[src/design/ssp_pkg.sv]
// ----------------------------------------------------------------------------
// ssp_pkg: shared types and constants for the sprite screen projection unit
// Configuration layout, queue entry format and divider sizing.
// ----------------------------------------------------------------------------
`default_nettype none

package ssp_pkg;

  // Divider sizing: dividend/quotient bits and divisor bits
  localparam int DIV_N = 46;
  localparam int DIV_D = 38;

  // Queue between front and back
  localparam int QDEPTH = 4;
  localparam int QPTR_W = $clog2(QDEPTH);

  // Configuration port
  localparam int CFG_IDX_W  = 3;
  localparam int CFG_DATA_W = 16;

  localparam logic [CFG_IDX_W-1:0] REG_PLAYER_X = 3'd0;
  localparam logic [CFG_IDX_W-1:0] REG_PLAYER_Y = 3'd1;
  localparam logic [CFG_IDX_W-1:0] REG_DIR_X    = 3'd2;
  localparam logic [CFG_IDX_W-1:0] REG_DIR_Y    = 3'd3;
  localparam logic [CFG_IDX_W-1:0] REG_PLANE_X  = 3'd4;
  localparam logic [CFG_IDX_W-1:0] REG_PLANE_Y  = 3'd5;
  localparam logic [CFG_IDX_W-1:0] REG_SCREEN_W = 3'd6;
  localparam logic [CFG_IDX_W-1:0] REG_SCREEN_H = 3'd7;

  typedef struct packed {
    logic        [15:0] player_x;
    logic        [15:0] player_y;
    logic signed [15:0] dir_x;
    logic signed [15:0] dir_y;
    logic signed [15:0] plane_x;
    logic signed [15:0] plane_y;
    logic        [11:0] screen_width;
    logic        [11:0] screen_height;
  } ssp_cfg_t;

  localparam ssp_cfg_t CFG_RESET = '{
    player_x:      16'd0,
    player_y:      16'd0,
    dir_x:         16'sd16384,
    dir_y:         16'sd0,
    plane_x:       16'sd0,
    plane_y:       16'sd10813,
    screen_width:  12'd640,
    screen_height: 12'd480
  };

  // One classified request handed from front to back
  typedef struct packed {
    logic               behind;
    logic        [31:0] det;   // |det|
    logic        [31:0] ny;    // depth numerator after sign fix
    logic signed [33:0] sum;   // ny + nx after sign fix
  } ssp_job_t;

  // Control carried alongside the divider stages
  typedef struct packed {
    logic vld;
    logic behind;
    logic csign;
  } ssp_side_t;

endpackage

`default_nettype wire

[src/design/ssp_queue.sv]
// ----------------------------------------------------------------------------
// ssp_queue: short request queue between front and back
// QDEPTH entries, registered storage, head read combinationally.
// ----------------------------------------------------------------------------
`default_nettype none

module ssp_queue import ssp_pkg::*; (
  input  wire logic     clk,
  input  wire logic     rst_n,
  input  wire logic     push,
  input  wire ssp_job_t wdata,
  input  wire logic     pop,
  output ssp_job_t      rdata,
  output logic          full,
  output logic          empty
);

  ssp_job_t          mem_r [QDEPTH];
  logic [QPTR_W-1:0] wr_ptr_r;
  logic [QPTR_W-1:0] rd_ptr_r;
  logic [QPTR_W:0]   count_r;

  assign full  = (count_r == (QPTR_W+1)'(QDEPTH));
  assign empty = (count_r == '0);
  assign rdata = mem_r[rd_ptr_r];

  // storage
  always_ff @(posedge clk) begin
    if (push) begin
      mem_r[wr_ptr_r] <= wdata;
    end
  end

  // pointers and fill count
  always_ff @(posedge clk) begin
    if (!rst_n) begin
      wr_ptr_r <= '0;
      rd_ptr_r <= '0;
      count_r  <= '0;
    end else begin
      if (push) wr_ptr_r <= wr_ptr_r + 1'b1;
      if (pop)  rd_ptr_r <= rd_ptr_r + 1'b1;
      if (push && !pop)      count_r <= count_r + 1'b1;
      else if (pop && !push) count_r <= count_r - 1'b1;
    end
  end

`ifndef SYNTH
  a_no_push_full: assert property (@(posedge clk) disable iff (!rst_n) !(push && full))
    else $error("push into full queue");
  a_no_pop_empty: assert property (@(posedge clk) disable iff (!rst_n) !(pop && empty))
    else $error("pop from empty queue");
  a_count_range: assert property (@(posedge clk) disable iff (!rst_n)
    count_r <= (QPTR_W+1)'(QDEPTH))
    else $error("queue count overflow");
`endif

endmodule

`default_nettype wire

[config.mk]
export PLATFORM = sky130hd
export DESIGN_NAME = ssp_queue
export DESIGN_NICKNAME = d
export VERILOG_FILES = /design/src/design/ssp_pkg.sv /design/src/design/ssp_queue.sv
export SDC_FILE = /design/constraint.sdc
export NUM_CORES = 1
export LEC_CHECK = 0
export BUFFER_PORTS_ARGS = -buffer_cell sky130_fd_sc_hd__clkbuf_2
export CAP_MARGIN = 20
export CELL_PAD_IN_SITES_DETAIL_PLACEMENT = 1
export CELL_PAD_IN_SITES_GLOBAL_PLACEMENT = 1
export CORE_MARGIN = 2
export CORE_UTILIZATION = 45
export CTS_CLUSTER_SIZE = 10
export DETAILED_ROUTE_END_ITERATION = 7
export PLACE_DENSITY_LB_ADDON = 0.1
export SLEW_MARGIN = 10
export SYNTH_ARGS = -nofsm -noshare
export SYNTH_HDL_FRONTEND = slang
export SYNTH_SLANG_ARGS = --single-unit
[constraint.sdc]
create_clock -name clk -period 3.5 [get_ports clk]
set_input_delay 0.35 -clock clk [delete_from_list [all_inputs] [get_ports clk]]
set_output_delay 0.35 -clock clk [all_outputs]
set_load 0.005 [all_outputs]
## After elaboration in Yosys (flattened, before gate mapping)

Memory sizes are Yosys's and may differ from the RTL's. A register that Yosys moved wholly into a read port is not among the register bits.
Cells that the tools add are included.

- Register bits after elaboration: 7
- Bits in latches: 0
- Bits in writable memories: 396
- Memory bits (read-only): 0
- Input port bits: 103
- Output and inout bits: 101
- Logic and storage cells: 21
- Memories: 1

Memories:

| name | words | width | read ports | clocked after Yosys merged registers in | wr ports | RTL line | text |
|---|---|---|---|---|---|---|---|
| mem_r | 4 | 99 | 1 | 1 | 1 | ssp_queue.sv:18 | `ssp_job_t mem_r [QDEPTH];` |

- Add/subtract/negate cells: 4
- Multiply operators: 0
- Div/mod/pow operators: 0
- Magnitude comparators: 0
- Equality and inequality tests: 1
- Shift operators: 0
- Multiplexer cells: 6
- Bitwise gates (word level): 0
- Reductions and logical operators: 6

Operators with widths:

| cell | number |
|---|---|
| $mux 3 | 2 |
| $add 2x1->2 const B | 2 |
| $mux 2 | 2 |
| $add 3x1->3 const B | 1 |
| $eq 3x3->1 const B | 1 |
| $logic_not 3->1 | 1 |
| $sub 3x1->3 const B | 1 |
| $logic_and 1x1->1 | 2 |
| $logic_not 1->1 | 2 |
| $mux 1 | 2 |
| $reduce_bool 2->1 | 1 |

## Longest topological paths before layout

- Word-level depth: 4
- Depth in mapped cells: 7
- Mapped depth without buffers: 7

## Least setup slack after synthesis

No wires, ideal clock.

- Path type: register to register
- From: register wr_ptr_r[0]
- To: memory mem_r[0][0] (netlist name) (enable)
- Setup time: 0.469 ns
- Arrival: 2.830 ns
- Slack: 0.202 ns
- Cell stages (with the launch flop): 4
- Buffers on the path: 0
- Clock period less this slack: 3.298 ns
- Path through: dfxtp_1 inv_1 ha_1 and2_1

RTL lines:

| item | RTL line | text |
|---|---|---|
| from (decl) | ssp_queue.sv:19 | `logic [QPTR_W-1:0] wr_ptr_r;` |
| from (signal assigned) | ssp_queue.sv:41 | `if (push) wr_ptr_r <= wr_ptr_r + 1'b1;` |
| to (decl) | ssp_queue.sv:18 |  |

No word-level cell before the write port.

==> impl_results.md <==
- Status: completed
- Fin crit share: 0.735
- CTS tree: done
- Routed length per instance: 23.0 um
- Commonest non-fill, non-tap cells in the layout: edfxtp_1 (396), clkbuf_2 (203), mux4_2 (99)
- Internal power: 0.00853 W
- Die Y: 185 um
- Avg Inst Size Synth: 26.2 um^2
- Clock Tree Buf Depth: 3
- CP endpoint kind: primary output
- Worst-skew pair later-pin latency: 0.52 ns
- CTS Buf Count: 46
- Vias in the first global route: 7472
- Routed WL: 29300 um
- First-pass GRT wire length: 44600 um
- Vias per inst: 5.21
- Grt ovf: 0
- RSZ-0062 raised after global routing: no
- Cell variety after synth: 22
- Worst Clk Skew: 0.0135 ns
- Reg area: 0.0121 mm^2
- Gr usage total: 0.176
- Drt pass-1 iters: 6
- Peak supply drop: 423 uV
- # resized after CTS: 0
- DRC violation total after the first TritonRoute iteration: 375
- Total power: 0.0108 W
- Final Hold Vio Count: 0
- Clock-pin slew on the worst setup and hold paths: 0.05 ns
- Sw Ratio: 0.210
- Root buf cell: clkbuf_16
- # IOs: 204
- Worst hold slack: 0.0423 ns
- Top cells by area, synth: edfxtp_1 (81%), mux4_2 (15%), dfxtp_1 (1.2%)
- Die footprint: 0.0341 mm^2
- Pwr dens: 612 mW/mm^2
- Seq pwr share: 0.523
- Largest net degree at the start of global routing: 61
- Pleak: 5.94 nW
- Synthesis-to-finish area growth: 20.0%
- Die Wd: 185 um
- Max Cap Violations: 0
- Routed vias: 6639
- Initial core utilization: 0.454
- Filler cell count: 2858
- Number of nets in the layout: 910
- Syn_nets: 669
- Initial antenna violation count: 2
- Synth area leader: edfxtp_1
- Syn Inst Count: 560
- Layout cell share with drive strength beyond 1: 0.445
- Part of the power in combinational logic: 0.088
- Register area share after synthesis: 0.821
- Site row count: 66
- Synth top area share: 0.809
- Commonest non-fill, non-tap cell in the layout: edfxtp_1
- Layout Utilization: 0.545
- Critical Path Start Type: register
- Post-synthesis cell area: 0.0147 mm^2
- Worst path required time: 3.15 ns
- # setup viols final: 0
- Fin Setup TNS: 0 ns
- Cts hold-fix bufs: 0
- Clock power share: 0.389
- Synthesis-stage register bit count: 405
- # DRC: 0
- Placed Cells incl. Taps: 1195
- Core Area: 0.0324 mm^2
- WP data arrival: 2.22 ns
- Worst Tran Pin Value: 0.772 ns
- Multi-input logic area: 0.00249 mm^2
- Dpl hpwl: 17800 um
- Finished Layout Cells: 1274
- Final min period: 2.57 ns
- Hold Crit Class: in -> reg
- Detail Route Antenna Nets: 0
- Max Clock Freq: 0.389 GHz
- H-tree Lvls: 2
- Synth warn: 0
- Final Max Slew Viols: 0
- Switch Pwr: 0.00227 W
- Relative slew slack: 0.485
- GPL Wtd Cong: 0.684
- CP Max Fanout: 37
- Port-buffer cells: 203
- Clock Sinks: 405
- Setup Buffers After CTS: 0
- Worst Setup Path Type: reg -> out
[metal layers]
| layer | track usage | wire length, um |
|---|---|---|
| met5 | 0 | 0 |
| met4 | 0.0454 | 597 |
| met3 | 0.0506 | 2120 |
| met2 | 0.293 | 14500 |
| met1 | 0.228 | 12100 |
[worst max-delay path, cell delays in order, from the launching register on]
cell	delay (ns)
dfxtp_4	0.73
buf_4	0.43
mux4_2	0.38
clkbuf_2	0.13
[cell type report]
class                           instances  share of cell area
Clock inverter                          1            0.000497
Timing Repair Buffer                  215              0.0677
Antenna cell                            3            0.000426
Multi-Input combinational cell        129               0.141
Tap cell                              442              0.0314
Clock buffer                           75              0.0732
Sequential cell                       405               0.685
Inverter                                4            0.000851
[synth_stat cells]
cell type	n
buf_6	1
buf_8	2
o21ai_0	1
mux4_2	99
or3_1	1
inv_1	4
edfxtp_1	396
ha_1	5
nand2_1	1
clkbuf_1	8
fa_1	1
dfxtp_1	9
mux2i_1	2
buf_2	10
nor2b_1	2
xnor2_1	2
nor3_1	1
a21boi_0	1
xor2_1	3
and2_1	9
nor3b_1	1
buf_4	1
[final timing paths]
check	from	end	slack (ns)	cells after the start
min reg2reg	count_r[2]$_SDFFE_PN0P_	count_r[2]$_SDFFE_PN0P_	0.53	2
max reg2reg	wr_ptr_r[0]$_SDFFE_PN0P_	mem_r[2][3]$_DFFE_PP_	1.51	4
max	register	rdata[15]	0.93	3
min	wdata[60]	mem_r[1][60]$_DFFE_PP_	0.04	1
[cells by family (layout without fill, tap and decap cells)]
kind of cell	after synthesis	count (layout)	synth area share
adders and majority gates	6	6	0.00562
muxes	101	101	0.153
DFF	405	405	0.821
and+or+nand+nor	15	15	0.00621
xor gates and xnor gates	5	5	0.00298
AOI/OAI and AO/OA	2	2	0.000851
other	0	3	0
buffers and inverters	26	295	0.00979
[metrics by stage]
step	setup WS, ns	area [um^2]
after floorplan	0.202	14700
after global placement	1.42	16300
after detailed placement	1.39	16300
after CTS	0.829	17600
after global routing	0.734	17600
final	0.929	17600
[power groups by stage]
stage,registers [W],clock network (W),logic (W)
4_1_cts,0.00566,0.00431,0.000979
3_5_place_dp,0.00576,0,0.000973
5_1_grt,0.00567,0.00449,0.00104
2_1_floorplan,0.00573,0,0.000532
6_report,0.00565,0.00420,0.000946
3_3_place_gp,0.00574,0,0.000948
[registers in the layout, indices dropped and copies added, names as in the netlist, named ones only]
register,count
mem_r,396
wr_ptr_r,2
rd_ptr_r,2
count_r,3
No activity file was read; power rests on OpenSTA's default activity.
